$ cat src/rtl/bws_pkg.sv
// Shared types and constants for the bilinear warp sampler.
// Depends on nothing; every other rtl file imports it.
`default_nettype none

package bws_pkg;

  // Fixed field widths of the stream payload
  localparam int COORD_W     = 18;
  localparam int IDX_W       = 18;
  localparam int PIX_W       = 8;
  localparam int REG_W       = 10;
  localparam int IN_TDATA_W  = 64;
  localparam int OUT_TDATA_W = 8;

  // Weights are 4-bit fractions of sixteen; top-left may reach sixteen itself
  localparam int WGT_W    = 5;
  localparam int WGT_FRAC = 4;
  localparam int ACC_W    = 12;

  // Result queue
  localparam int Q_DEPTH = 8;
  localparam int Q_PTR_W = 3;

  localparam logic [REG_W-1:0] IMG_DIM_RST = 10'd512;
  localparam logic [WGT_W-1:0] WGT_ONE     = 5'd16;

  typedef logic [PIX_W-1:0] pix_t;
  typedef logic [WGT_W-1:0] wgt_t;
  typedef logic [REG_W-1:0] dim_t;

  typedef enum logic {
    CMD_WRITE  = 1'b0,
    CMD_SAMPLE = 1'b1
  } cmd_t;

  typedef enum logic {
    CFG_WIDTH  = 1'b0,
    CFG_HEIGHT = 1'b1
  } cfg_idx_t;

  // Per-stage control: a pending store write, a pending sample and its off flag
  typedef struct packed {
    logic wr_en;
    logic smp;
    logic off;
  } ctl_t;

endpackage

`default_nettype wire

$ cat src/rtl/bws_blend_unit.sv
// Blend stage: weighted sum of the 2x2 window (zero for an off-image sample), aligned with the store read data.
// Depends on bws_pkg.
`default_nettype none

module bws_blend_unit (
  input  wire             clk,
  input  wire             rst_n,
  input  bws_pkg::ctl_t   ctl,
  input  bws_pkg::wgt_t   w_tl,
  input  bws_pkg::wgt_t   w_tr,
  input  bws_pkg::wgt_t   w_bl,
  input  bws_pkg::wgt_t   w_br,
  input  bws_pkg::pix_t   pix_tl,
  input  bws_pkg::pix_t   pix_tr,
  input  bws_pkg::pix_t   pix_bl,
  input  bws_pkg::pix_t   pix_br,
  output logic            push,
  output bws_pkg::pix_t   push_pix,
  output logic            push_off
);
  import bws_pkg::*;

  logic  s4_smp_r;
  logic  s4_off_r;
  wgt_t  s4_wtl_r, s4_wtr_r, s4_wbl_r, s4_wbr_r;
  logic [ACC_W-1:0] acc;

  always_ff @(posedge clk) begin
    if (!rst_n) begin
      s4_smp_r <= 1'b0;
    end else begin
      s4_smp_r <= ctl.smp;
    end
  end

  always_ff @(posedge clk) begin
    s4_off_r <= ctl.off;
    s4_wtl_r <= w_tl;
    s4_wtr_r <= w_tr;
    s4_wbl_r <= w_bl;
    s4_wbr_r <= w_br;
  end

  always_comb begin
    acc = ACC_W'(pix_tl) * ACC_W'(s4_wtl_r) + ACC_W'(pix_tr) * ACC_W'(s4_wtr_r) +
          ACC_W'(pix_bl) * ACC_W'(s4_wbl_r) + ACC_W'(pix_br) * ACC_W'(s4_wbr_r);
    if (s4_off_r) begin
      push_pix = '0;
    end else if (s4_wtl_r == WGT_ONE) begin
      // Whole weight on top-left: copy it, the other neighbors are not needed
      push_pix = pix_tl;
    end else begin
      push_pix = acc[ACC_W-1:WGT_FRAC];
    end
  end

  assign push     = s4_smp_r;
  assign push_off = s4_off_r;

endmodule

`default_nettype wire

$ cat config.mk
export PLATFORM = sky130hd
export DESIGN_NAME = bws_blend_unit
export DESIGN_NICKNAME = d
export VERILOG_FILES = /design/src/rtl/bws_pkg.sv /design/src/rtl/bws_blend_unit.sv
export SDC_FILE = /design/constraint.sdc
export NUM_CORES = 1
export LEC_CHECK = 0
export ABC_AREA = 0
export BUFFER_PORTS_ARGS = -buffer_cell sky130_fd_sc_hd__buf_4
export CAP_MARGIN = 20
export CELL_PAD_IN_SITES_DETAIL_PLACEMENT = 0
export CELL_PAD_IN_SITES_GLOBAL_PLACEMENT = 1
export CORE_ASPECT_RATIO = 0.7
export CORE_UTILIZATION = 25
export CTS_BUF_LIST = sky130_fd_sc_hd__clkbuf_2 sky130_fd_sc_hd__clkbuf_4 sky130_fd_sc_hd__clkbuf_8
export CTS_CLUSTER_SIZE = 8
export DETAILED_ROUTE_END_ITERATION = 6
export GPL_TIMING_DRIVEN = 0
export PLACE_DENSITY = 0.6
export SYNTH_ARGS = -nofsm -noshare
export SYNTH_HDL_FRONTEND = slang
export SYNTH_SLANG_ARGS = --single-unit
$ cat constraint.sdc
create_clock -name clk -period 10.2 [get_ports clk]
set_input_delay 2.04 -clock clk [delete_from_list [all_inputs] [get_ports clk]]
set_output_delay 2.04 -clock clk [all_outputs]
set_load 0.01 [all_outputs]
# Word level (Yosys, flattened, before mapping)
# Index checks and enable logic that the tools add are counted.
# totals
word_cells	16
ff_bits	22
# op_classes
muxes	2
n_mul	4
n_addsub	3
n_eq_ne	1
# op_table
operator	count
multiplier 8 x 5 -> 12 bit	4
adder 12 bit	3
two-way mux 8 bit	2
equality test 5 bit (second input constant)	1

# Depth between registers and ports, before layout
# logic_depth
ltp_word	6
mapped_depth	20
ltp_nobuf	20

# Least setup slack after synthesis
# No wires, ideal clock.
# synth_timing
path_kind	input port to output port
from	input pix_br[4]
to	output push_pix[6]
path_slack_ns	0.899
arrival_ns	7.261
stages	19
required_ns	8.160
cell_sequence	and2_1 > fa_1 > inv_1 > fa_1 > inv_1 > fa_1 > fa_1 > fa_1 > fa_1 > inv_1 > fa_1 > inv_1 > ha_1 > nand3_1 > o2111ai_4 > o41ai_4 > o21bai_1 > xor2_1 > a22o_1
# synth_via
elab_chain_len	4
# synth_rtl
item	line_no	source
start, declared	bws_blend_unit.sv:16	input bws_pkg::pix_t pix_br,
multiplier 8 x 5 -> 12 bit	bws_blend_unit.sv:46	ACC_W'(pix_bl) * ACC_W'(s4_wbl_r) + ACC_W'(pix_br) * ACC_W'(s4_wbr_r);
adder 12 bit	bws_blend_unit.sv:46	
two-way mux 8 bit	bws_blend_unit.sv:49	end else if (s4_wtl_r == WGT_ONE) begin
two-way mux 8 bit	bws_blend_unit.sv:47	if (s4_off_r) begin
end, declared	bws_blend_unit.sv:18	output bws_pkg::pix_t push_pix,
# Every way passes these cells.

# Worst setup path in the final report
# Same ends and word-level chain as after synthesis.

==> results.sh <==
export IMPL_result_of_the_run="finished clean"
export IMPL_antenna_cells_inserted=0
export IMPL_via_count=3610
export IMPL_timing_final_max_slew_violations=0
export IMPL_htree_levels=1
export IMPL_die_width_microns=178
export IMPL_timing_worst_slew_pin_value_ns=0.446
export IMPL_cts_repair_resize_count=0
export IMPL_place_congestion=0.754
export IMPL_max_slew_margin_pct=70.1
export IMPL_cts_buffers=3
export IMPL_top_layer_used="met4"
export IMPL_clock_sinks=22
export IMPL_data_required_time_of_the_critical_path_ns=8.16
export IMPL_cts_hold_buffers_added=0
export IMPL_kind_of_end_point_of_the_critical_path="primary output"
export IMPL_detail_route_first_pass_iterations=4
export IMPL_sum_of_negative_setup_slack_ns=0
export IMPL_final_min_period_over_clock_period_pct=96.1
export IMPL_cts_root_buffer="sky130_fd_sc_hd__clkbuf_8"
export IMPL_fmaxAchievable_mhz=102
export IMPL_vias_per_cell=3.98
export IMPL_fp_rows=44
export IMPL_grt_overflow=0
export IMPL_sum_of_net_half_perimeters_after_detailed_placement_mm=11.5
export IMPL_post_route_cells_drive_above_1_share_pct=13.5
export IMPL_wl_per_cell_microns=13.5
export IMPL_synth_cell_types=38
export IMPL_mappedNetlistArea_sq_mm=0.00544
export IMPL_min_delay_path_class="in2reg"
export IMPL_dieArea_sq_mm=0.0224
export IMPL_min_from="w_tr[3]"
export IMPL_detailroute_wirelength_met2_mm=5.07
export IMPL_critPathLaunch="pix_br[4]"
export IMPL_register_area_sq_um=440
export IMPL_nFillCells=2287
export IMPL_routed_wl_mm=12.3
export IMPL_layout_area_overhead_vs_synth_pct=16.6
export IMPL_place_inst=902
export IMPL_postCtsSetupRepairBufs=0
export IMPL_final_common_cell="sky130_fd_sc_hd__inv_1"
export IMPL_postRouteAntennaNets=0
export IMPL_cp_max_fo=5
export IMPL_clk_transition_reported_paths_ns=0.09
export IMPL_worstSetupStartpointType="input pin"
export IMPL_number_of_global_route_vias_before_repair=4133
export IMPL_die_height_microns=125
export IMPL_port_buffers=65
export IMPL_synthesis_instances=561
export IMPL_num_io_pins=67
export IMPL_route_met3_wl_microns=498
export IMPL_layout_cells_excl_fill=906
export IMPL_hold_viol=0
export IMPL_postSynthNetCount=791
export IMPL_drc=0
export IMPL_floorplan_initialDensity_pct=25.9
export IMPL_detail_route_wirelength_met1_mm=6.65
export IMPL_maxCapViolations=0
export IMPL_rsz0062_at_grt="no"
export IMPL_synth_seq_area_share_pct=8.09
export IMPL_multiInputGateArea_sq_mm=0.00447
export IMPL_global_route_wire_length_before_repair_mm=21.5
export IMPL_grt_start_max_net_pins=14
export IMPL_fp_coreArea_sq_mm=0.0210
export IMPL_num_nets_final=861
export IMPL_cts_tree="done"
export IMPL_critPathKind="in2out"
export IMPL_critPathArrivalTime_ns=7.76
export IMPL_synth_area_per_cell_sq_um=9.70
export IMPL_synth_warnings=0
export IMPL_synth_ff_latch_count=22
export IMPL_antenna_found_initial=0
export IMPL_timing_final_crit_period_ns=9.80
export IMPL_layout_common_cells="134 x sky130_fd_sc_hd__inv_1, 120 x sky130_fd_sc_hd__fa_1, 87 x sky130_fd_sc_hd__and2_1"
export IMPL_cts_buffer_depth=2
export IMPL_drt_initial_drc_count=106
export IMPL_grt_total_usage_pct=12.3
export IMPL_setup_violations=0
==> synth_stat cells (all sizes together) <==
cell type | number | area [sq um]
inv | 134 | 503
fa | 120 | 2400
and2 | 92 | 582
nand2 | 72 | 273
ha | 53 | 663
dfxtp | 22 | 440
xnor2 | 15 | 131
xor2 | 8 | 70.1
nor2 | 7 | 26.3
o21bai | 4 | 30.0
a21oi | 3 | 15.0
buf | 3 | 27.5
mux2i | 3 | 30.0
a211oi | 2 | 20.0
a22o | 2 | 17.5
nand2b | 2 | 12.5
nand3 | 2 | 15.0
nor3 | 2 | 10.0
o21ai | 2 | 21.3
or2 | 2 | 12.5
clkbuf | 1 | 3.75
mux2 | 1 | 11.3
nand4 | 1 | 6.26
nor2b | 1 | 6.26
o2111ai | 1 | 26.3
o21a | 1 | 7.51
o311a | 1 | 10.0
o41ai | 1 | 27.5
or3 | 1 | 6.26
or4 | 1 | 11.3
xnor3 | 1 | 22.5
==> registers in the layout (all words and copies together) (netlist names) <==
register  count
s4_wbl_r      5
s4_wbr_r      5
s4_wtl_r      5
s4_wtr_r      5
push          1
push_off      1
==> critical path: stages <==
cell                        delay (ns)
sky130_fd_sc_hd__buf_4            0.14
sky130_fd_sc_hd__and2_1           0.16
sky130_fd_sc_hd__fa_1             0.53
sky130_fd_sc_hd__inv_1            0.06
sky130_fd_sc_hd__fa_1             0.52
sky130_fd_sc_hd__inv_1            0.05
sky130_fd_sc_hd__fa_1             0.47
sky130_fd_sc_hd__fa_1             0.57
sky130_fd_sc_hd__fa_1             0.43
sky130_fd_sc_hd__fa_1             0.50
sky130_fd_sc_hd__inv_1            0.05
sky130_fd_sc_hd__fa_1             0.48
sky130_fd_sc_hd__inv_1            0.04
sky130_fd_sc_hd__ha_1             0.33
sky130_fd_sc_hd__nand3_1          0.13
sky130_fd_sc_hd__o2111ai_4        0.18
sky130_fd_sc_hd__o41ai_4          0.41
sky130_fd_sc_hd__o21bai_1         0.13
sky130_fd_sc_hd__xor2_1           0.16
sky130_fd_sc_hd__a22o_1           0.23
sky130_fd_sc_hd__buf_4            0.14
==> metrics by stage <==
stage	util (%)	area (sq um)	hold slack, ns	setup slack, ns
final	30.2	6350	1.86	0.402
after global routing	30.2	6350	1.85	0.0987
after CTS	30.2	6350	1.85	0.352
after detailed placement	29.8	6270	2.15	0.361
after global placement	29.8	6270	2.14	0.355
after floorplan	-	5440	2.07	0.899
==> cells by family (layout without fill, tap and decap cells) <==
logic type               count (synthesis)  after routing  synth area share, %
AO/OA/AOI/OAI                           17             17                 3.22
AND/OR/NAND/NOR                        183            183                 17.7
adder cells (fa/ha/maj)                173            173                 56.3
XOR/XNOR                                24             24                 4.12
buffers and inverters                  138            207                 9.82
flip-flops                              22             22                 8.09
multiplexers                             4              4                0.759
==> routing by layer <==
layer | vias up | track usage (%)
met2 | 68 | 18.4
li1 | 1780 | -
met1 | 1758 | 19.6
met4 | 0 | 1.40
met3 | 4 | 0.730
met5 | - | 0
==> worst paths after layout <==
kind	end	slack, ns	depth (start not counted)
worst min-delay path	s4_wtr_r[3]$_DFF_P_	1.86	1
worst max-delay path	push_pix[6]	0.40	21
==> area by class of cell <==
class	count	share of cell area (%)
plain buffers	4	0.493
clock buffers	3	0.651
clock inverters	1	0.473
inverters	134	7.93
multi-input cells	401	70.4
flip-flops and latches	22	6.94
well taps	276	5.44
repair buffers	65	7.69
Power is not shown: default switching activity piles up to over one toggle a cycle in this logic, so the estimate is an artifact.
