$ cat config.mk
export PLATFORM = sky130hd
export DESIGN_NAME = bws_coord_unit
export DESIGN_NICKNAME = d
export VERILOG_FILES = /design/src/rtl/bws_pkg.sv /design/src/rtl/bws_coord_unit.sv
export SDC_FILE = /design/constraint.sdc
export NUM_CORES = 1
export LEC_CHECK = 0
export BUFFER_PORTS_ARGS = -buffer_cell sky130_fd_sc_hd__buf_2
export CAP_MARGIN = 20
export CORE_MARGIN = 1
export CORE_UTILIZATION = 28
export CTS_CLUSTER_SIZE = 8
export DETAILED_ROUTE_END_ITERATION = 6
export SETUP_SLACK_MARGIN = 0.5
export SYNTH_ARGS = -nofsm -noshare
export SYNTH_HDL_FRONTEND = slang
export SYNTH_SLANG_ARGS = --single-unit
$ cat constraint.sdc
create_clock -name clk -period 13.36 [get_ports clk]
set_input_delay 0.668 -clock clk [delete_from_list [all_inputs] [get_ports clk]]
set_output_delay 0.668 -clock clk [all_outputs]
set_load 0.1 [all_outputs]
$ cat src/rtl/bws_pkg.sv
// Shared types and constants for the bilinear warp sampler.
// Depends on nothing; every other rtl file imports it.
`default_nettype none

package bws_pkg;

  // Fixed field widths of the stream payload
  localparam int COORD_W     = 18;
  localparam int IDX_W       = 18;
  localparam int PIX_W       = 8;
  localparam int REG_W       = 10;
  localparam int IN_TDATA_W  = 64;
  localparam int OUT_TDATA_W = 8;

  // Weights are 4-bit fractions of sixteen; top-left may reach sixteen itself
  localparam int WGT_W    = 5;
  localparam int WGT_FRAC = 4;
  localparam int ACC_W    = 12;

  // Result queue
  localparam int Q_DEPTH = 8;
  localparam int Q_PTR_W = 3;

  localparam logic [REG_W-1:0] IMG_DIM_RST = 10'd512;
  localparam logic [WGT_W-1:0] WGT_ONE     = 5'd16;

  typedef logic [PIX_W-1:0] pix_t;
  typedef logic [WGT_W-1:0] wgt_t;
  typedef logic [REG_W-1:0] dim_t;

  typedef enum logic {
    CMD_WRITE  = 1'b0,
    CMD_SAMPLE = 1'b1
  } cmd_t;

  typedef enum logic {
    CFG_WIDTH  = 1'b0,
    CFG_HEIGHT = 1'b1
  } cfg_idx_t;

  // Per-stage control: a pending store write, a pending sample and its off flag
  typedef struct packed {
    logic wr_en;
    logic smp;
    logic off;
  } ctl_t;

endpackage

`default_nettype wire

$ cat src/rtl/bws_coord_unit.sv
// Coordinate front end: bounds check, row multiply, weights, neighbor addresses.
// Depends on bws_pkg. Three register stages; outputs feed the frame store and blend unit.
`default_nettype none

module bws_coord_unit #(
  parameter int MAX_WIDTH  = 512,
  parameter int MAX_HEIGHT = 512,
  parameter int FRAC_BITS  = 8,
  localparam int ADDR_W = $clog2(MAX_WIDTH * MAX_HEIGHT)
) (
  input  wire                                  clk,
  input  wire                                  rst_n,
  input  wire                                  beat_vld,
  input  bws_pkg::cmd_t                        beat_cmd,
  input  wire  [bws_pkg::IDX_W-1:0]            beat_idx,
  input  wire  [bws_pkg::PIX_W-1:0]            beat_val,
  input  wire  signed [bws_pkg::COORD_W-1:0]   beat_x,
  input  wire  signed [bws_pkg::COORD_W-1:0]   beat_y,
  input  bws_pkg::dim_t                        img_w,
  input  bws_pkg::dim_t                        img_h,
  output bws_pkg::ctl_t                        ctl,
  output logic [ADDR_W-1:0]                    wr_addr,
  output bws_pkg::pix_t                        wr_data,
  output logic [ADDR_W-1:0]                    addr_tl,
  output logic [ADDR_W-1:0]                    addr_tr,
  output logic [ADDR_W-1:0]                    addr_bl,
  output logic [ADDR_W-1:0]                    addr_br,
  output bws_pkg::wgt_t                        w_tl,
  output bws_pkg::wgt_t                        w_tr,
  output bws_pkg::wgt_t                        w_bl,
  output bws_pkg::wgt_t                        w_br
);
  import bws_pkg::*;

  localparam int     MAG_W      = COORD_W - 1;
  localparam int     LIM_W      = REG_W + FRAC_BITS;
  localparam int     CMP_W      = (LIM_W > MAG_W) ? LIM_W : MAG_W;
  localparam int     PRD_W      = 2 * FRAC_BITS;
  localparam int     SHR        = PRD_W - WGT_FRAC;
  localparam int     SUM_W      = 2 * REG_W;
  localparam int     WR_W       = ((SUM_W > ADDR_W) ? SUM_W : ADDR_W) + 1;
  localparam longint STORE_SIZE = longint'(MAX_WIDTH) * longint'(MAX_HEIGHT);
  localparam bit     STORE_POW2 = (STORE_SIZE == (longint'(1) << ADDR_W));

  // Wrap a neighbor address into the store
  function automatic logic [ADDR_W-1:0] wrap_addr(input logic [WR_W-1:0] v);
    logic [ADDR_W-1:0] r;
    if (STORE_POW2) begin
      r = v[ADDR_W-1:0];
    end else if (v >= WR_W'(STORE_SIZE)) begin
      r = ADDR_W'(v - WR_W'(STORE_SIZE));
    end else begin
      r = ADDR_W'(v);
    end
    return r;
  endfunction

  // Stage 1: captured beat
  logic                       s1_vld_r;
  cmd_t                       s1_cmd_r;
  logic [IDX_W-1:0]           s1_idx_r;
  pix_t                       s1_val_r;
  logic signed [COORD_W-1:0]  s1_x_r;
  logic signed [COORD_W-1:0]  s1_y_r;

  // Stage 2: products
  ctl_t                       s2_ctl_r;
  logic [SUM_W-1:0]           s2_row_r;
  dim_t                       s2_ix_r;
  logic [FRAC_BITS-1:0]       s2_fx_r;
  logic [FRAC_BITS-1:0]       s2_fy_r;
  logic [PRD_W-1:0]           s2_pf_r;
  logic [ADDR_W-1:0]          s2_widx_r;
  pix_t                       s2_val_r;

  // Stage 3: base addresses and weights
  ctl_t                       s3_ctl_r;
  logic [SUM_W-1:0]           s3_base_r;
  logic [SUM_W-1:0]           s3_below_r;
  wgt_t                       s3_wtl_r;
  wgt_t                       s3_wtr_r;
  wgt_t                       s3_wbl_r;
  wgt_t                       s3_wbr_r;
  logic [ADDR_W-1:0]          s3_widx_r;
  pix_t                       s3_val_r;

  logic [MAG_W-1:0]     xm, ym;
  logic [CMP_W-1:0]     lim_x, lim_y;
  logic                 tiny, off;
  dim_t                 ix, iy;
  logic                 wr_ok;
  ctl_t                 s2_ctl_nxt;
  logic [SUM_W-1:0]     base;
  logic [PRD_W-1:0]     p_tr, p_bl;
  wgt_t                 wbr, wtr, wbl;

  always_comb begin
    xm    = s1_x_r[MAG_W-1:0];
    ym    = s1_y_r[MAG_W-1:0];
    tiny  = (img_w < REG_W'(2)) || (img_h < REG_W'(2));
    lim_x = CMP_W'(img_w - REG_W'(1)) << FRAC_BITS;
    lim_y = CMP_W'(img_h - REG_W'(1)) << FRAC_BITS;
    off   = s1_x_r[COORD_W-1] || s1_y_r[COORD_W-1] || tiny ||
            (CMP_W'(xm) >= lim_x) || (CMP_W'(ym) >= lim_y);
    ix    = REG_W'(xm >> FRAC_BITS);
    iy    = REG_W'(ym >> FRAC_BITS);
    wr_ok = longint'(s1_idx_r) < STORE_SIZE;

    s2_ctl_nxt.wr_en = s1_vld_r && (s1_cmd_r == CMD_WRITE) && wr_ok;
    s2_ctl_nxt.smp   = s1_vld_r && (s1_cmd_r == CMD_SAMPLE);
    s2_ctl_nxt.off   = off;
  end

  always_comb begin
    base = s2_row_r + SUM_W'(s2_ix_r);
    // fx*(1-fy) and (1-fx)*fy, reusing fx*fy
    p_tr = {s2_fx_r, FRAC_BITS'(0)} - s2_pf_r;
    p_bl = {s2_fy_r, FRAC_BITS'(0)} - s2_pf_r;
    wbr  = WGT_W'(s2_pf_r >> SHR);
    wtr  = WGT_W'(p_tr >> SHR);
    wbl  = WGT_W'(p_bl >> SHR);
  end

  always_ff @(posedge clk) begin
    if (!rst_n) begin
      s1_vld_r <= 1'b0;
      s2_ctl_r <= '0;
      s3_ctl_r <= '0;
    end else begin
      s1_vld_r <= beat_vld;
      s2_ctl_r <= s2_ctl_nxt;
      s3_ctl_r <= s2_ctl_r;
    end
  end

  always_ff @(posedge clk) begin
    s1_cmd_r   <= beat_cmd;
    s1_idx_r   <= beat_idx;
    s1_val_r   <= beat_val;
    s1_x_r     <= beat_x;
    s1_y_r     <= beat_y;

    s2_row_r   <= SUM_W'(iy) * SUM_W'(img_w);
    s2_ix_r    <= ix;
    s2_fx_r    <= xm[FRAC_BITS-1:0];
    s2_fy_r    <= ym[FRAC_BITS-1:0];
    s2_pf_r    <= PRD_W'(xm[FRAC_BITS-1:0]) * PRD_W'(ym[FRAC_BITS-1:0]);
    s2_widx_r  <= ADDR_W'(s1_idx_r);
    s2_val_r   <= s1_val_r;

    s3_base_r  <= base;
    s3_below_r <= base + SUM_W'(img_w);
    s3_wbr_r   <= wbr;
    s3_wtr_r   <= wtr;
    s3_wbl_r   <= wbl;
    s3_wtl_r   <= WGT_ONE - wbr - wtr - wbl;
    s3_widx_r  <= s2_widx_r;
    s3_val_r   <= s2_val_r;
  end

  assign ctl     = s3_ctl_r;
  assign wr_addr = s3_widx_r;
  assign wr_data = s3_val_r;
  assign addr_tl = wrap_addr(WR_W'(s3_base_r));
  assign addr_tr = wrap_addr(WR_W'(s3_base_r) + WR_W'(1));
  assign addr_bl = wrap_addr(WR_W'(s3_below_r));
  assign addr_br = wrap_addr(WR_W'(s3_below_r) + WR_W'(1));
  assign w_tl    = s3_wtl_r;
  assign w_tr    = s3_wtr_r;
  assign w_bl    = s3_wbl_r;
  assign w_br    = s3_wbr_r;

endmodule

`default_nettype wire

# After elaboration in Yosys (flattened, before gate mapping)
# Index checks and enable logic that the tools add are counted.
# classes
add_sub_neg,11
mul,2
n_lt_le_gt_ge,4
bitwise,1
n_reduce_logical,7
# ops
operator,n
$add A18 B1 Y18 const B,2
$ge A17 B18 Y1,2
$sub A16 B16 Y16,2
$lt A10 B2 Y1 const B,2
$sub A10 B1 Y10 const B,2
$add A18 B10 Y18,1
$add A18 B9 Y18,1
$mul A9 B10 Y18,1
$mul A8 B8 Y16,1
$sub A5 B4 Y5,2
$logic_or A1 B1 Y1,5
$sub A5 B4 Y5 const A,1
$logic_and A1 B1 Y1,2
$not A1 Y1,1
# word_totals
register_bits,234
output_inout_bits,121

# Logic depth before layout (Yosys ltp)
# Gate-level depths: netlist (run 1).
# logic_depth
ltp_word,5
mapped_depth,19
depth_no_buf,18

# Worst setup path before layout (run 1)
# Ideal clock, no wire load.
# synth_path
kind,input port to flip-flop
from,in img_w[7]
to,reg s2_row_r[16]
setup_time_ns,0.072
arrival_ns,4.661
path_slack_ns,8.627
cell_stages,16
path_cell_list,clkbuf_1 nand2_1 fa_1 inv_1 fa_1 inv_1 fa_1 fa_1 inv_1 ha_1 or2_2 a21oi_1 a21oi_1 a41o_1 o41ai_1 xnor2_1
# synth_via
elab_chain_len,1
# synth_rtl
item,line,source
"start, declared",bws_coord_unit.sv:19,"input bws_pkg::dim_t img_w,"
$mul A9 B10 Y18,bws_coord_unit.sv:143,s2_row_r <= SUM_W'(iy) * SUM_W'(img_w);
"end signal, assigned",bws_coord_unit.sv:143,
"end, declared",bws_coord_unit.sv:68,logic [SUM_W-1:0] s2_row_r;
# No other way between the ends.
# A chain may end at the register's enable or synchronous reset.

# Worst setup path in the final report (run 1)
# layout_path
from,reg s1_y_r[10]
to,reg s2_row_r[17]
# layout_via
elab_chain_len,1
# layout_rtl
item,line,source
"start, declared",bws_coord_unit.sv:64,logic signed [COORD_W-1:0] s1_y_r;
"start signal, assigned",bws_coord_unit.sv:141,s1_y_r <= beat_y;
$mul A9 B10 Y18,bws_coord_unit.sv:143,
# No other way between the ends.

==> qor.txt, run 1 <==
Outcome -> finished clean
Critical path type -> reg2reg
Req. time, crit path -> 13.82 ns
1st-iter DRT viols -> 314
Post-synthesis adder-cell area fraction -> 28.4%
CTS root buf -> clkbuf_16
Num rows -> 78
FFs w/ async S/R, synth -> 0%
Post-Syn Area -> 12,900 um2
Setup violators final -> 0
Layout cell share with drive strength beyond 1 -> 17.7%
Clock transition at path regs -> 0.05 ns
RSZ-0062 raised after global routing -> false
Number of max-cap violations -> 0
Placed Area -> 14,600 um2
Global-route wire length before repair -> 46.3 mm
Top_reg_cell synth -> dfxtp_1
Synth Area in XOR/XNOR -> 7.74%
Nets -> 1,802
Worst hold path type -> in2reg
Yosys warnings -> 0
Fill cell count -> 4,613
Tot GR Track Use -> 12.5%
Crit. End Element -> register
Largest family of logic cells by synthesized area -> adder cells
CTS sink cnt -> 234
Die span in y -> 217 um
Post-CTS setup buffer count -> 0
Core ar. -> 45,400 um2
Crit path cell chain -> nand2_1 -> fa_1 -> inv_1 -> fa_1 -> ha_1 -> inv_1 -> fa_1 -> inv_1 -> ha_1 -> a211oi_1 -> o21bai_1 -> a31o_2 -> a211o_1 -> a31o_2 -> a21oi_1 -> xnor2_1
I/O pin count -> 207
Register bit count reported by yosys -> 234
Resize count post-CTS -> 0
Largest net degree at the start of global routing -> 15
Initial antenna violation count -> 1
Final setup TNS -> 0 ns
Fmax -> 209 MHz
Number of synthesized flops with an enable pin -> 0
Die area -> 46,900 um2
# hold bufs at CTS -> 0
Worst path arrival time -> 5.25 ns
Vias in the first global route -> 9,127
Seq/Total Area, Yosys -> 36.3%
Gpl congestion -> 0.838
Maximum level of the CTS H-tree -> 2
Initial core utilization -> 28.4%
Slew @ Worst Pin -> 0.685 ns
Max Buffers Root-to-Sink -> 3
DP Wirelength -> 23.4 mm
Period utilization -> 35.9%
Clock Latency Late Sink -> 0.53 ns
Post-Place Setup Slack -> 8.37 ns
ANT nets after route -> 0
Leading cell type in the layout, fill and taps excluded -> dfxtp_1
Average size of a mapped cell -> 10.2 um2
WL/cell -> 13.9 um
CP startpoint kind -> register
Finished Cell Area -> 15,600 um2
Area growth, synth to finish -> 20.8%
Post-synthesis mux area share -> 0%
Tmin final -> 4.79 ns
Delay-heaviest family, CP -> adder cells
Slew HR -> 53.1%
Buffers on Ports -> 203
Clk_skew -> 0.0149 ns
TritonCTS clock tree -> done
Synth unique cells -> 55
Synth Area in Simple Gates -> 14.4%
Worst path max stage delay -> 0.70 ns
Crit-path slowest cell -> dfxtp_1
Vias per cell -> 4.42
Total grt overflow -> 0
Final setup margin -> 8.57 ns
DRC violations left -> 0
Final hold vios -> 0
Final Max Slew Viols -> 0
Synth Area in Compound Gates -> 7.38%
Commonest non-fill, non-tap cells in the layout -> dfxtp_1 (234), buf_2 (203), inv_1 (172)
CP max FO -> 11
WP buf/inv -> 3
Gate Count Post-Synth -> 1,259
Drt pass-1 iters -> 5
Die width -> 217 um
Total CTS buffers -> 36
Vias -> 9,230
Final WL -> 29.1 mm
layout make-up:
cell class,count,area [um2],area share (%)
Antenna cell,1,2.50,0.0161
Tap cell,600,751,4.82
Sequential cell,234,4680,30.1
Inverter,172,646,4.14
Multi-Input combinational cell,835,7480,48.0
Timing Repair Buffer,203,1020,6.52
Clock buffer,40,936,6.01
Clock inverter,5,60.1,0.386
per-layer routing:
metal / part of all wire (%) / track usage, % / vias to the layer above
li1: - / - / 4524
met1: 43 / 15.3 / 4397
met2: 49 / 21.5 / 255
met3: 5.3 / 2.34 / 54
met4: 2.6 / 4.84 / 0
met5: 0 / 0 / -
state kept, by name, summed over array words and instances (netlist names), 4 cells and up:
| name | count |
|---|---|
| s1_idx_r | 18 |
| s1_val_r | 8 |
| s1_x_r | 18 |
| s1_y_r | 18 |
| s2_fx_r | 8 |
| s2_fy_r | 8 |
| s2_ix_r | 9 |
| s2_pf_r | 16 |
| s2_row_r | 18 |
| s2_val_r | 8 |
| s2_widx_r | 18 |
| s3_base_r | 18 |
| s3_below_r | 18 |
| w_bl | 4 |
| w_br | 4 |
| w_tl | 5 |
| w_tr | 4 |
| wr_addr | 18 |
| wr_data | 8 |
cell usage after synthesis (16+ instances only):
library cell	n	share of area, %
a21o_1	16	0.93
a21oi_1	37	1.4
and2_1	113	5.5
clkbuf_1	16	0.47
dfxtp_1	234	36
fa_1	98	15
ha_1	136	13
inv_1	172	5.0
nand2_1	78	2.3
nand3_1	28	1.1
nor2_1	43	1.3
nor3_1	16	0.62
o21ai_0	16	0.62
xnor2_1	89	6.0
xor2_1	25	1.7
metrics by stage:
| stage | utilization, % | hold slack [ns] | std cells |
|---|---|---|---|
| 2_1_floorplan | - | 0.310 | 1261 |
| 3_3_place_gp | 32.1 | 0.310 | 2044 |
| 3_5_place_dp | 32.1 | 0.312 | 2044 |
| 4_1_cts | 34.3 | 0.194 | 2089 |
| 5_1_grt | 34.3 | 0.208 | 2089 |
| 6_report | 34.3 | 0.230 | 2090 |
path summary, 6_finish.rpt:
| path | endpoint | depth (start not counted) | slack, ns | start |
|---|---|---|---|---|
| worst max register to register | s2_row_r[17] | 16 | 8.57 | s1_y_r[10] |
| worst max-delay path | s2_row_r[17] | 16 | 8.57 | s1_y_r[10] |
| worst min register to register | s2_val_r[7] | 0 | 0.32 | s1_val_r[7] |
| worst min-delay path | s1_idx_r[5] | 1 | 0.23 | beat_idx[5] |
logic make-up after synthesis:
logic type                 after synthesis
DFF                                    234
buffers and inverters                  192
adders and majority gates              234
AOI/OAI and AO/OA                      136
and+or+nand+nor                        348
xor gates and xnor gates               114
other                                    1
Power of run 1 is left out: the tool's default activity adds up to more than one toggle a clock period on the data nets, which glitch-free logic cannot reach.
==> inputs of run 2 (changes only) <==
==> constraint.sdc (replaced) <==
create_clock -name clk -period 3.96 [get_ports clk]
set_input_delay 0.198 -clock clk [delete_from_list [all_inputs] [get_ports clk]]
set_output_delay 0.198 -clock clk [all_outputs]
set_load 0.1 [all_outputs]
==> qor.txt, run 2 (synthesis gave the netlist of run 1 again) <==
Core ar. -> 45,400 um2
Final setup TNS -> -0.422 ns
Worst path max stage delay -> 0.51 ns
Top routing layer used -> met5
Maximum level of the CTS H-tree -> 2
CP startpoint kind -> register
Slew HR -> 55.6%
WL/cell -> 14.0 um
Crit. End Element -> register
Global-route wire length before repair -> 49.8 mm
Initial antenna violation count -> 10
R2R Setup Slk -> -0.20 ns
Routed wl met3 -> 1.96 mm
Placed Instances -> 2,144
Fill cell count -> 4,366
Clk_skew -> 0.0196 ns
Tot GR Track Use -> 13.4%
Final Max Slew Viols -> 0
Total CTS buffers -> 35
Area growth, synth to finish -> 40.6%
Most used cell, CP -> fa_1
Vias in the first global route -> 10,149
Number of max-cap violations -> 0
Fmax -> 240 MHz
Setup violators final -> 4
Req. time, crit path -> 4.37 ns
Final core occ -> 40.0%
CTS sink cnt -> 234
DRC violations left -> 0
Drt pass-1 iters -> 5
Crit-path slowest cell -> fa_1
CP max FO -> 10
Nets -> 2,000
Multi-input logic area -> 8280 um2
Period utilization -> 105%
Tmin final -> 4.16 ns
Final hold vios -> 0
Vias per cell -> 4.32
Num rows -> 78
Max Buffers Root-to-Sink -> 3
DP Wirelength -> 25.6 mm
TritonCTS clock tree -> done
Die span in y -> 217 um
Die area -> 46,900 um2
Failing checks -> setup timing
Critical path type -> reg2reg
Worst path arrival time -> 4.56 ns
Layout cell share with drive strength beyond 1 -> 32.8%
M1 wire length -> 14.0 mm
CTS root buf -> clkbuf_16
Slew @ Worst Pin -> 0.655 ns
Commonest non-fill, non-tap cells in the layout -> dfxtp_1 (212), buf_2 (203), inv_1 (153)
Gpl congestion -> 0.876
Largest net degree at the start of global routing -> 12
I/O pin count -> 207
Clock Latency Late Sink -> 0.54 ns
Crit path cell chain -> and2_4 -> fa_1 -> inv_1 -> fa_1 -> fa_1 -> fa_1 -> inv_2 -> ha_4 -> buf_4 -> or2_4 -> a21oi_2 -> a21oi_2 -> a41o_1 -> o41ai_2 -> xnor2_1
Layout Cells excl Fill -> 2,289
Clock transition at path regs -> 0.05 ns
Initial core utilization -> 28.4%
Die width -> 217 um
Total grt overflow -> 0
WL met2 -> 15.3 mm
Vias -> 9,891
Worst hold path type -> in2reg
ANT nets after route -> 0
Final setup margin -> -0.199 ns
Buffers on Ports -> 203
Outcome -> finished with violations
1st-iter DRT viols -> 337
Final WL -> 32.0 mm
RSZ-0062 raised after global routing -> true
Leading cell type in the layout, fill and taps excluded -> dfxtp_1
Seq. cell area -> 4750 um2
[run 2: stage by stage]
step	worst slack, ns	hold WS [ns]	area, um2
6_report	-0.199	0.195	18100
5_1_grt	-0.362	0.206	18100
4_1_cts	-0.200	0.168	17800
3_5_place_dp	-0.321	0.301	15700
3_3_place_gp	-0.245	0.300	15700
2_1_floorplan	-0.0731	0.226	13300
[run 2: layout make-up]
class,count,area share [%]
multi-input combinational,835,45.7
clock inverter,3,0.290
tap,600,4.14
sequential,234,26.2
timing repair buffer,402,15.1
inverter,172,3.57
clock buffer,41,5.01
antenna,2,0.0276
[run 2: final timing paths]
| path | end | from | depth (start not counted) |
|---|---|---|---|
| setup / recovery | s2_row_r[16] | s1_y_r[12] | 15 |
| hold / removal | s3_below_r[0] | img_w[0] | 3 |
| setup reg to reg | s2_row_r[16] | s1_y_r[12] | 15 |
| hold reg to reg | wr_addr[10] | s2_widx_r[10] | 0 |
[run 2: what timing repair did]
item,in CTS,in global routing
hold endpoints to repair,70,0
gates resized for setup,83,54
hold buffers,66,0
buffers inserted,21,12
pin swaps,59,53
setup endpoints to repair,24,26
[run 2: per-layer routing]
layer	vias up	track usage (%)
li1	4936	-
met1	4631	15.9
met2	239	23.2
met3	69	3.90
met4	16	4.04
met5	-	0
[run 2: worst max-delay path, delay by kind of cell (launching register included)]
| family | cells | cell delay, ns |
|---|---|---|
| simple gates | 2 | 0.41 |
| fa+ha+maj | 5 | 2.19 |
| xor+xnor | 1 | 0.12 |
| compound gates | 4 | 0.70 |
| flops | 1 | 0.37 |
| buf+inv | 3 | 0.23 |
Power of run 2 is left out for the same reason.
