### src/rtl/bws_pkg.sv
// Shared types and constants for the bilinear warp sampler.
// Depends on nothing; every other rtl file imports it.
`default_nettype none

package bws_pkg;

  // Fixed field widths of the stream payload
  localparam int COORD_W     = 18;
  localparam int IDX_W       = 18;
  localparam int PIX_W       = 8;
  localparam int REG_W       = 10;
  localparam int IN_TDATA_W  = 64;
  localparam int OUT_TDATA_W = 8;

  // Weights are 4-bit fractions of sixteen; top-left may reach sixteen itself
  localparam int WGT_W    = 5;
  localparam int WGT_FRAC = 4;
  localparam int ACC_W    = 12;

  // Result queue
  localparam int Q_DEPTH = 8;
  localparam int Q_PTR_W = 3;

  localparam logic [REG_W-1:0] IMG_DIM_RST = 10'd512;
  localparam logic [WGT_W-1:0] WGT_ONE     = 5'd16;

  typedef logic [PIX_W-1:0] pix_t;
  typedef logic [WGT_W-1:0] wgt_t;
  typedef logic [REG_W-1:0] dim_t;

  typedef enum logic {
    CMD_WRITE  = 1'b0,
    CMD_SAMPLE = 1'b1
  } cmd_t;

  typedef enum logic {
    CFG_WIDTH  = 1'b0,
    CFG_HEIGHT = 1'b1
  } cfg_idx_t;

  // Per-stage control: a pending store write, a pending sample and its off flag
  typedef struct packed {
    logic wr_en;
    logic smp;
    logic off;
  } ctl_t;

endpackage

`default_nettype wire

### src/rtl/bws_out_queue.sv
// Result queue with slot reservation: a slot is booked when a sample beat is
// accepted, so the pipeline never stalls. Depends on bws_pkg.
`default_nettype none

module bws_out_queue (
  input  wire             clk,
  input  wire             rst_n,
  input  wire             reserve,
  output logic            can_reserve,
  input  wire             push,
  input  bws_pkg::pix_t   push_pix,
  input  wire             push_off,
  output logic            pop_vld,
  input  wire             pop_rdy,
  output bws_pkg::pix_t   pop_pix,
  output logic            pop_off
);
  import bws_pkg::*;

  pix_t               q_pix [Q_DEPTH];
  logic               q_off [Q_DEPTH];
  logic [Q_PTR_W-1:0] wr_ptr_r, rd_ptr_r;
  logic [Q_PTR_W:0]   cnt_r, cnt_nxt;
  logic [Q_PTR_W:0]   resv_r, resv_nxt;
  logic               pop;

  assign pop         = pop_vld && pop_rdy;
  assign pop_vld     = (cnt_r != '0);
  assign pop_pix     = q_pix[rd_ptr_r];
  assign pop_off     = q_off[rd_ptr_r];
  assign can_reserve = (resv_r < (Q_PTR_W+1)'(Q_DEPTH));

  always_comb begin
    cnt_nxt  = cnt_r + (Q_PTR_W+1)'(push) - (Q_PTR_W+1)'(pop);
    resv_nxt = resv_r + (Q_PTR_W+1)'(reserve) - (Q_PTR_W+1)'(pop);
  end

  always_ff @(posedge clk) begin
    if (!rst_n) begin
      wr_ptr_r <= '0;
      rd_ptr_r <= '0;
      cnt_r    <= '0;
      resv_r   <= '0;
    end else begin
      cnt_r  <= cnt_nxt;
      resv_r <= resv_nxt;
      if (push) begin
        wr_ptr_r <= wr_ptr_r + Q_PTR_W'(1);
      end
      if (pop) begin
        rd_ptr_r <= rd_ptr_r + Q_PTR_W'(1);
      end
    end
  end

  always_ff @(posedge clk) begin
    if (push) begin
      q_pix[wr_ptr_r] <= push_pix;
      q_off[wr_ptr_r] <= push_off;
    end
  end

endmodule

`default_nettype wire

### config.mk
export PLATFORM = sky130hd
export DESIGN_NAME = bws_out_queue
export DESIGN_NICKNAME = d
export VERILOG_FILES = /design/src/rtl/bws_pkg.sv /design/src/rtl/bws_out_queue.sv
export SDC_FILE = /design/constraint.sdc
export NUM_CORES = 1
export LEC_CHECK = 0
export ABC_AREA = 1
export ABC_CLOCK_PERIOD_IN_PS = 2200
export CAP_MARGIN = 5
export CORE_MARGIN = 2
export CORE_UTILIZATION = 60
export CTS_BUF_LIST = sky130_fd_sc_hd__clkbuf_16
export DETAILED_ROUTE_END_ITERATION = 12
export DONT_BUFFER_PORTS = 1
export GPL_TIMING_DRIVEN = 0
export PLACE_DENSITY = 0.76
export SLEW_MARGIN = 20
export SYNTH_ARGS = -nofsm -noshare
export SYNTH_HDL_FRONTEND = slang
export SYNTH_SLANG_ARGS = --single-unit
### constraint.sdc
create_clock -name clk -period 2.2 [get_ports clk]
set_input_delay 0.44 -clock clk [delete_from_list [all_inputs] [get_ports clk]]
set_output_delay 0.44 -clock clk [all_outputs]
set_load 0.02 [all_outputs]
# Yosys cells after proc, flatten, opt, wreduce, memory -nomap -nowiden
# Memories as Yosys holds them, arrays and structs flattened. A register that Yosys moved wholly into a read port is not among the register bits.
# Cells that the tools add are included.
[totals] input_bits=14 latchBits=0 rom_bits=0 ram_bits=72 mem_count=2 ff_bits=14
[memory_table] name="q_pix" words=8 width=8 read_ports=1 rd_clocked_by_memory_dff=1 wr=1 line_no="bws_out_queue.sv:20" source="pix_t q_pix [Q_DEPTH];"
[memory_table] name="q_off" words=8 width=1 read_ports=1 rd_clocked_by_memory_dff=1 wr=1 line_no="bws_out_queue.sv:21" source="logic q_off [Q_DEPTH];"
[op_classes] magnitude_cmp=1 shifts=0 n_eq_ne=0 div=0 reduce_logical=2 n_mul=0 bitwise=0 n_mux=6 add_sub_neg=6
[op_table] operator="3-bit two-way mux" n=4
[op_table] operator="4-bit by 1-bit adder with 4-bit output" n=2
[op_table] operator="4-bit by 1-bit subtractor with 4-bit output" n=2
[op_table] operator="3-bit by 1-bit adder with 3-bit output (second input constant)" n=2
[op_table] operator="4-bit less-than comparator (second input constant)" n=1
[op_table] operator="4-bit nonzero test" n=1
[op_table] operator="1-bit two-way mux" n=2
[op_table] operator="1-bit logical AND" n=1

# Longest topological paths before layout
# Gate-level depths: netlist of the first run.
[logic_depth] depth_word=4 depth_mapped=12

# Least setup slack after synthesis of the first run
# No wires, ideal clock.
[synth_timing] path_type="reg2reg" startpoint="register cnt_r[2]" endpoint="register resv_r[2]" path_buffers=0 path_slack_ns=0.333 arrival_time_ns=1.753 required_time_ns=2.085 stages_incl_launch_ff=10 cell_sequence="dfxtp_1 > inv_1 > ha_1 > nand3_2 > nand3b_1 > nand2_1 > ha_1 > fa_1 > xnor2_1 > nor2_1"
[synth_via] elab_chain_len=3
[synth_rtl] item="start: declaration" line_no="bws_out_queue.sv:23" source="logic [Q_PTR_W:0] cnt_r, cnt_nxt;"
[synth_rtl] item="start signal: assignment" line_no="bws_out_queue.sv:45" source="cnt_r <= cnt_nxt;"
[synth_rtl] item="4-bit nonzero test" line_no="bws_out_queue.sv:28" source="assign pop_vld = (cnt_r != '0);"
[synth_rtl] item="via pop_vld" line_no="bws_out_queue.sv:13" source="output logic pop_vld,"
[synth_rtl] item="1-bit logical AND" line_no="bws_out_queue.sv:27" source="assign pop = pop_vld && pop_rdy;"
[synth_rtl] item="4-bit by 1-bit subtractor with 4-bit output" line_no="bws_out_queue.sv:35" source="resv_nxt = resv_r + (Q_PTR_W+1)'(reserve) - (Q_PTR_W+1)'(pop);"
[synth_rtl] item="end signal: assignment" line_no="bws_out_queue.sv:46" source="resv_r <= resv_nxt;"
[synth_rtl] item="end: declaration" line_no="bws_out_queue.sv:24" source="logic [Q_PTR_W:0] resv_r, resv_nxt;"
# The timed path passes the listed nets, and every way through them passes these cells.
# A chain may end at the register's enable or synchronous reset.

==> reports/qor.yml, run 1 <==
status:
  run_status: "finished clean"
drt:
  drt_pass1_iterations: 5
  met3RoutedLength_um: 603
  wl_um: 7943
  drc: 0
  highest_layer: "met4"
  wl_met1_um: 3172
  route.antenna.remaining_nets: 0
  drt-initial-drc-count: 156
  wl_per_cell_um: 15.04
  vias: 2695
  avgViaCountPerCell: 5.104
  routed-wl-met2_um: 4028
die:
  floorplan.die_area_mm2: 0.007485
  floorplan.initialDensity: 0.6114
  io_pins: 25
  floorplan.core_area_mm2: 0.006681
  die-width_um: 86.52
  rows: 30
  die_height_um: 86.52
global_routing:
  grt_antenna_before_repair: 0
  grt_start_max_net_pins: 15
  grt-ovfl-total: 0
  grt_pass1_wl_um: 12100
  globalRouteTotalUtil: 0.2255
  grt_pass1_vias: 2557
final_layout:
  layout.cell_area.non_filler_mm2: 0.004512
  layout-drive-gt1-share: 0.09821
  layout.nets: 468
  layout.area.seq_mm2: 0.002502
  areaGrowthSynthToFinish_pct: 10.44
  multi_input_comb_area_mm2: 0.001120
  fillCellCount: 527
  antenna-diode-count: 0
sta:
  timing.final.setup_violations: 0
  grt_setup_unrepaired: "false"
  timing.fmax_mhz: 481.7
  totalNegativeSetupSlack_ps: 0
  slew_headroom: 0.3207
  worst_pin_slew_ps: 1015
  final_critical_path_setup_slack_ps: 124.2
  fin_crit_sh: 0.9435
  timing.final.max_slew_violations: 0
  finalHoldViolCount: 0
  finalWorstPathRequiredPeriod_ps: 2076
  clock_skew_ps: 6.617
cts:
  cts_hold_repair.buffers: 0
  tritoncts.num_buffers: 9
  cts_tree: "built"
  cts_max_path_buffers: 2
  clk_transition_reported_paths_ps: 60
  htree_levels: 3
  clkSinkCount: 89
  cell_at_the_root_of_the_clock_tree: "sky130_fd_sc_hd__clkbuf_16"
  clkLatencyLatePin_ps: 340
yosys:
  dominantRegCellSynth: "sky130_fd_sc_hd__edfxtp_1"
  syn_inst: 431
  yosysWarnings: 0
  synth.lib_cells_used.distinct: 23
  yosys_register_bits: 89
  synth.cell_area_mm2: 0.004085
  ys_async_sr_fraction: 0
  synth_nets: 456
  synth_edf_count: 72
  seq_area_frac_synth: 0.6126
  syn-mean-instance-area_um2: 9.478
job:
  number_of_max_capacitance_violations_reported: 0
critical_path:
  crit_buf_inv: 2
  crit_chain: "buf_2 > clkinv_1 > nand2_1 > nand2_1"
  cp_slowest_stage_delay_ps: 370
  crit_type: "flop to output pin"
  critPathRequiredTime_ps: 1760
  path_max_fanout: 10
  crit_path_frequent_cell: "sky130_fd_sc_hd__nand2_1"
  timing.critical_path.slowest_stage_cell: "sky130_fd_sc_hd__clkinv_1"
  arrival_time_of_the_worst_setup_path_ps: 1640
  setup.worst_path.end_class: "output pin"
  cp_top_family: "buffers and inverters"
  setup.worst_path.start_class: "flop"
placement:
  detailed_place_hpwl_um: 5010
  gp_weighted_congestion: 0.7350
  port_buffers: 0
  place_area_mm2: 0.004185
  place_ws_ps: 135.2
power:
  irDropWorstVdd_uv: 803.1
  cellPowerDensity_mw_per_mm2: 1110
  total_power_uw: 5008
  p_leak_uw: 0.002106
min_path:
  worst_hold_path_type: "input pin to flop"
[logic make-up (layout without fill, tap and decap cells)]
family,count (synthesis),after routing,synth area share
buffers and inverters,107,124,0.1152
AND/OR/NAND/NOR,211,211,0.2172
AO/OA/AOI/OAI,11,11,0.01348
flip-flops,89,89,0.6126
adder cells (fa/ha/maj),11,11,0.03737
XOR/XNOR,2,2,0.004289
[worst register-to-register path: stages, from the launching register on]
cell and delay [ps]:
sky130_fd_sc_hd__dfxtp_1 300, sky130_fd_sc_hd__inv_1 50, sky130_fd_sc_hd__ha_1 220, sky130_fd_sc_hd__nand3_4 180
sky130_fd_sc_hd__nand3_1 150, sky130_fd_sc_hd__o21ai_0 120, sky130_fd_sc_hd__ha_1 200, sky130_fd_sc_hd__inv_1 50
sky130_fd_sc_hd__fa_1 370, sky130_fd_sc_hd__xor2_1 150, sky130_fd_sc_hd__nor2_1 50
[power by group]
part | internal (uW) | switching (uW)
registers | 1940 | 51.5
clock network | 983 | 587
logic | 504 | 941
total | 3430 | 1580
[synthesized netlist by cell type (all sizes together), types with 2 or more instances]
cell type / instances / area [um2]
nand2: 143 / 561.8
inv: 93 / 356.6
edfxtp: 72 / 2162
nand3: 43 / 220.2
nor2: 21 / 78.83
dfxtp: 17 / 340.3
buf: 13 / 110.1
ha: 9 / 112.6
a21oi: 8 / 40.04
o21ai: 3 / 15.01
or2: 3 / 18.77
fa: 2 / 40.04
[path summary, 6_finish.rpt]
check | from | end | slack (ps) | cells after the start
worst max-delay path | flop | pop_pix[7] | 120 | 4
worst min-delay path | push_off | q_off[6] | 200 | 0
worst max register to register | cnt_r[2] | cnt_r[2] | 250 | 10
worst min register to register | wr_ptr_r[0] | wr_ptr_r[0] | 510 | 2
[sequential cells by signal, indices dropped and copies added, names as in the netlist, named ones only]
signal / count
cnt_r: 4
q_off: 8
q_pix: 64
rd_ptr_r: 3
resv_r: 4
wr_ptr_r: 3
[per-layer routing]
metal  up-vias  track usage
li1       1363            -
met4         0       0.1165
met3        13      0.04952
met2       100       0.3832
met1      1219       0.2698
met5         -            0
[timing repair]
item | CTS | global route
gates resized for setup | 0 | 1
endpoints found under the hold margin | 0 | 0
endpoints found under the setup margin | 0 | 2
setup buffers | 0 | 1
[final cells by class]
type,instances,share of cell area
plain buffers,13,0.02440
clock buffers,9,0.04992
clock inverters,7,0.01913
inverters,94,0.07987
multi-input cells,235,0.2482
flip-flops and latches,89,0.5546
well taps,80,0.02219
repair buffers,1,0.001664
[metrics by stage]
step                hold slack [ps]  cells    util
floorplan                     464.5    431       -
global placement              477.3    511  0.6264
detailed placement            501.8    511  0.6264
CTS                           191.8    527  0.6730
global route                  187.1    528  0.6753
finish                        195.1    528  0.6753
[cells in the final DEF (no fill, tap or decap)]
cell / instances
sky130_fd_sc_hd__xor2_1: 1
sky130_fd_sc_hd__buf_2: 4
sky130_fd_sc_hd__o21ai_0: 3
sky130_fd_sc_hd__dfxtp_1: 17
sky130_fd_sc_hd__nand2_2: 10
sky130_fd_sc_hd__inv_1: 92
sky130_fd_sc_hd__or2_2: 3
sky130_fd_sc_hd__clkinv_1: 2
sky130_fd_sc_hd__ha_1: 9
sky130_fd_sc_hd__nand3b_1: 1
sky130_fd_sc_hd__xnor2_1: 1
sky130_fd_sc_hd__bufinv_16: 2
sky130_fd_sc_hd__edfxtp_1: 72
sky130_fd_sc_hd__nand2_1: 133
sky130_fd_sc_hd__nand3_4: 1
sky130_fd_sc_hd__clkbuf_16: 9
sky130_fd_sc_hd__clkinv_2: 2
sky130_fd_sc_hd__nor2_1: 21
sky130_fd_sc_hd__clkinv_4: 1
sky130_fd_sc_hd__inv_6: 1
sky130_fd_sc_hd__inv_4: 1
sky130_fd_sc_hd__a21oi_1: 8
sky130_fd_sc_hd__buf_8: 1
sky130_fd_sc_hd__nand3_1: 42
sky130_fd_sc_hd__buf_4: 5
sky130_fd_sc_hd__fa_1: 2
sky130_fd_sc_hd__buf_6: 4
(Power assumes the default switching activity.)
==> run 2, diff against run 1 <==
- CORE_UTILIZATION: 60 -> 50
- CTS_CLUSTER_SIZE: not set -> 20
- PLACE_DENSITY: 0.76 -> not set
==> reports/qor.yml, run 2 (synthesis gave the netlist of run 1 again) <==
status:
  run_status: "finished clean"
power:
  switching_power_uw: 1569
  cellPowerDensity_mw_per_mm2: 1100
  power.internal_uw: 3417
  total_power_uw: 4986
  power_frac_clock: 0.316
  pwr-share-seq: 0.400
  power_switching_share: 0.3146
  p_leak_uw: 0.002105
  pwr-share-comb: 0.284
  irDropWorstVdd_uv: 753.3
final_layout:
  most_flop_heavy_register: "q_pix"
  layout-drive-gt1-share: 0.09821
  largest_register_ff_count: 64
  layout.cells.most_common: "sky130_fd_sc_hd__nand2_1"
  antenna-diode-count: 0
  layout.nets: 468
  largest_registers: "q_pix (64), q_off (8)"
  areaGrowthSynthToFinish_pct: 11.00
  final_cell_mix: "133 x sky130_fd_sc_hd__nand2_1, 93 x sky130_fd_sc_hd__inv_1, 72 x sky130_fd_sc_hd__edfxtp_1, 42 x sky130_fd_sc_hd__nand3_1, 21 x sky130_fd_sc_hd__nor2_1"
sta:
  clock_skew_ps: 6.899
  final_critical_path_setup_slack_ps: 113.8
  timing.final.setup_violations: 0
  timing.final.max_slew_violations: 0
  timing.fmax_mhz: 479.3
  finalWorstPathRequiredPeriod_ps: 2086
  fin_crit_sh: 0.9483
  totalNegativeSetupSlack_ps: 0
  worst_pin_slew_ps: 1084
  holdWs_ps: 199.1
  slew_headroom: 0.2748
  grt_setup_unrepaired: "false"
  finalHoldViolCount: 0
die:
  floorplan.core_area_mm2: 0.007807
  io_pins: 25
  rows: 32
  floorplan.initialDensity: 0.5232
  die_height_um: 94.39
  floorplan.die_area_mm2: 0.008909
  die-width_um: 94.39
cts:
  clkLatencyLatePin_ps: 330
  cts_hold_repair.buffers: 0
  htree_levels: 3
  cts_tree: "built"
  post_cts.resized_instances: 0
  clk_transition_reported_paths_ps: 60
  cts_max_path_buffers: 2
  tritoncts.num_buffers: 9
  cell_at_the_root_of_the_clock_tree: "sky130_fd_sc_hd__clkbuf_16"
  clkSinkCount: 89
  cts_setup_buffers: 0
global_routing:
  grt_pass1_vias: 2394
  grt-ovfl-total: 0
  grt_antenna_before_repair: 0
  globalRouteTotalUtil: 0.1969
  grt_start_max_net_pins: 16
  grt_pass1_wl_um: 12480
critical_path:
  crit_path_frequent_cell: "sky130_fd_sc_hd__nand2_1"
  setup.worst_path.end_class: "output pin"
  setup.worst_path.start_class: "flop"
  timing.critical_path.slowest_stage_cell: "sky130_fd_sc_hd__clkinv_1"
  path_max_fanout: 10
  crit_type: "flop to output pin"
  critPathRequiredTime_ps: 1760
  crit_chain: "buf_2 > clkinv_1 > nand2_1 > nand2_1"
  cp_slowest_stage_delay_ps: 380
  arrival_time_of_the_worst_setup_path_ps: 1650
drt:
  avgViaCountPerCell: 4.762
  drt_pass1_iterations: 4
  vias: 2619
  wl_per_cell_um: 14.12
  drc: 0
  drt-initial-drc-count: 122
  wl_um: 7764
  route.antenna.remaining_nets: 0
placement:
  detailed_place_hpwl_um: 5072
  port_buffers: 0
  place_ws_ps: 124.9
  gp_weighted_congestion: 0.7476
job:
  number_of_max_capacitance_violations_reported: 0
min_path:
  worst_hold_path_type: "input pin to flop"
run 2: cell count changes in the layout (fill, tap and decap cells not counted):
cell                         previous run  this run
sky130_fd_sc_hd__clkinv_1               2         1
sky130_fd_sc_hd__nand3_4                1         0
sky130_fd_sc_hd__inv_1                 92        93
sky130_fd_sc_hd__clkinvlp_4             0         1
sky130_fd_sc_hd__nand3_2                0         1
sky130_fd_sc_hd__clkinv_2               2         1
run 2: worst max-delay path, delay by kind of cell, from the launching register on:
kind	cells	cell delay, ps
buffers and inverters	2	630
DFF	1	300
and+or+nand+nor	2	380
run 2: through the flow:
step	cell area [um2]	util	instances
2_1_floorplan	4085	-	431
3_3_place_gp	4213	0.5396	533
3_5_place_dp	4213	0.5396	533
4_1_cts	4527	0.5798	549
5_1_grt	4534	0.5808	550
6_report	4534	0.5808	550
run 2: area by class of cell:
| class | count | area (um2) |
|---|---|---|
| Fill cell | 687 | 3273 |
| Sequential cell | 89 | 2502 |
| Multi-Input combinational cell | 235 | 1112 |
| Inverter | 94 | 360.3 |
| Clock buffer | 9 | 225.2 |
| Tap cell | 102 | 127.6 |
| Buffer | 13 | 110.1 |
| Clock inverter | 7 | 88.84 |
| Timing Repair Buffer | 1 | 7.507 |
run 2: worst paths after layout:
| kind | start | endpoint | slack, ps | cells after the start |
|---|---|---|---|---|
| setup / recovery | flop | pop_pix[7] | 110 | 4 |
| hold / removal | push_pix[1] | q_pix[3][1] | 200 | 0 |
| setup reg to reg | cnt_r[2] | resv_r[2] | 180 | 9 |
| hold reg to reg | rd_ptr_r[2] | flop | 500 | 2 |
run 2: routing by layer:
metal / part of all wire / global-route usage / up-vias
met1: 0.47 / 0.2680 / 1185
met3: 0.051 / 0.05108 / 16
met2: 0.45 / 0.2994 / 53
met5: 0 / 0 / -
li1: - / - / 1365
met4: 0.024 / 0.08816 / 0
run 2: power groups by stage:
stage | Clock [uW] | Sequential [uW] | Combinational (uW)
floorplan | 0 | 2020 | 1130
global placement | 0 | 2020 | 1380
detailed placement | 0 | 2030 | 1410
CTS | 1590 | 1990 | 1420
global route | 1680 | 2010 | 1620
finish | 1580 | 1990 | 1420
==> run 3, diff against run 2 <==
- CORE_UTILIZATION: 50 -> 35
==> reports/qor.yml, run 3 (synthesis gave the netlist of run 1 again) <==
sta:
  timing.fmax_mhz: 486.5
  timing.final.max_slew_violations: 0
  final_critical_path_setup_slack_ps: 144.3
  worst_pin_slew_ps: 1052
  slew_headroom: 0.2959
  finalWorstPathRequiredPeriod_ps: 2056
  totalNegativeSetupSlack_ps: 0
  clock_skew_ps: 5.419
  finalHoldViolCount: 0
  fin_crit_sh: 0.9344
  grt_setup_unrepaired: "false"
  timing.final.setup_violations: 0
final_layout:
  final_cell_mix: "133 x sky130_fd_sc_hd__nand2_1, 92 x sky130_fd_sc_hd__inv_1, 72 x sky130_fd_sc_hd__edfxtp_1, 42 x sky130_fd_sc_hd__nand3_1, 21 x sky130_fd_sc_hd__nor2_1"
  layout-drive-gt1-share: 0.09396
  antenna-diode-count: 0
  fillCellCount: 1090
  most_flop_heavy_register: "q_pix"
  layout.cells.most_common: "sky130_fd_sc_hd__nand2_1"
  multi_input_comb_area_mm2: 0.001120
  areaGrowthSynthToFinish_pct: 12.77
  largest_register_ff_count: 64
  largest_registers: "q_pix (64), q_off (8)"
  layout.nets: 467
  layout_cells_excl_fill: 590
  layout.area.seq_mm2: 0.002502
critical_path:
  path_max_fanout: 10
  critPathRequiredTime_ps: 1760
  rr_endpoint: "cnt_r[2]"
  crit_type: "flop to output pin"
  setup.worst_path.end_class: "output pin"
  timing.reg2reg.setup_slack_ps: 210
  worst_r2r_path_depth: 10
  reg2reg_from: "cnt_r[2]"
  setup.worst_path.start_class: "flop"
  arrival_time_of_the_worst_setup_path_ps: 1620
drt:
  route.antenna.remaining_nets: 0
  wl_um: 8162
  wl_per_cell_um: 13.83
  drt_pass1_iterations: 4
  avgViaCountPerCell: 4.492
  drt-initial-drc-count: 108
  vias: 2650
  drc: 0
global_routing:
  grt-ovfl-total: 0
  grt_antenna_before_repair: 0
  grt_pass1_vias: 2620
  grt_pass1_wl_um: 13060
  grt_start_max_net_pins: 15
  globalRouteTotalUtil: 0.1388
placement:
  place_ws_ps: 95.31
  dp.cells: 574
  gp_weighted_congestion: 0.7996
  detailed_place_hpwl_um: 5274
  port_buffers: 0
cts:
  clkSinkCount: 89
  cts_tree: "built"
  tritoncts.num_buffers: 9
  cts_max_path_buffers: 2
  clk_transition_reported_paths_ps: 60
  cell_at_the_root_of_the_clock_tree: "sky130_fd_sc_hd__clkbuf_16"
  htree_levels: 3
  cts_setup_buffers: 0
  clkLatencyLatePin_ps: 340
power:
  p_leak_uw: 0.002109
  pwr-share-comb: 0.281
  cellPowerDensity_mw_per_mm2: 1109
  switching_power_uw: 1574
  pwr-share-seq: 0.390
  irDropWorstVdd_uv: 807.3
  power.internal_uw: 3536
  power_switching_share: 0.3080
  power_frac_clock: 0.329
min_path:
  whs_path_depth: 0
  worst_hold_path_type: "input pin to flop"
  worst_hold_path.endpoint: "q_pix[6][3]"
  holdCritStartpoint: "push_pix[3]"
die:
  rows: 39
  floorplan.initialDensity: 0.3578
  floorplan.die_area_mm2: 0.01255
  io_pins: 25
  floorplan.core_area_mm2: 0.01142
  die_height_um: 112.0
  die-width_um: 112.0
job:
  number_of_max_capacitance_violations_reported: 0
status:
  run_status: "finished clean"
## run 3: changes by cell type in the layout (fill, tap and decap cells not counted), sizes merged
cell	change
clkinvlp	-1
bufinv	+1
buf	-1
clkinv	+1
inv	-1
## run 3: worst max-delay path by stage
| stage | start | end | slack (ps) | depth (start not counted) |
|---|---|---|---|---|
| after detailed placement | cnt_r[2] | resv_r[2] | 100 | 9 |
| after floorplan | cnt_r[2] | resv_r[2] | 330 | 9 |
| final | flop | pop_pix[1] | 140 | 4 |
| after global placement | cnt_r[2] | resv_r[2] | 160 | 9 |
| after CTS | cnt_r[2] | resv_r[2] | 100 | 9 |
| after global routing | cnt_r[2] | cnt_r[2] | 30 | 10 |
## run 3: stage by stage
step | utilization | hold slack (ps) | power, uW | area (um2)
finish | 0.4035 | 197.3 | 5109 | 4607
floorplan | - | 464.5 | 3146 | 4085
CTS | 0.4028 | 179.4 | 5166 | 4599
global placement | 0.3734 | 475.5 | 3390 | 4264
global route | 0.4035 | 182.0 | 5427 | 4607
detailed placement | 0.3734 | 489.8 | 3458 | 4264
## run 3: timing repair
| item | 4_1_cts | 5_1_grt |
|---|---|---|
| hold buffers | 0 | 0 |
| resized for setup | 0 | 1 |
| endpoints found under the setup margin | 0 | 2 |
## run 3: power by group through the flow
stage / clock [uW] / combinational, uW / sequential [uW]
floorplan: 0 / 1130 / 2020
global placement: 0 / 1370 / 2020
detailed placement: 0 / 1430 / 2030
CTS: 1730 / 1440 / 1990
global route: 1780 / 1650 / 2000
finish: 1680 / 1440 / 1990
## run 3: cell type report
cell class,instances,share of cell area
Buffer,13,0.02390
Clock buffer,9,0.04889
Clock inverter,7,0.02390
Inverter,94,0.07822
Multi-Input combinational cell,235,0.2431
Sequential cell,89,0.5432
Tap cell,143,0.03884
## run 3: per-layer routing
layer  global-route usage  share of wire
met1               0.1654           0.42
met2               0.2368           0.50
met3              0.03996          0.063
met4              0.05772          0.023
met5                    0              0
## run 3: critical path, stage by stage (launching register included)
cell and delay [ps]:
sky130_fd_sc_hd__dfxtp_1 300, sky130_fd_sc_hd__buf_2 250, sky130_fd_sc_hd__clkinv_1 360, sky130_fd_sc_hd__nand2_1 180, sky130_fd_sc_hd__nand2_1 180
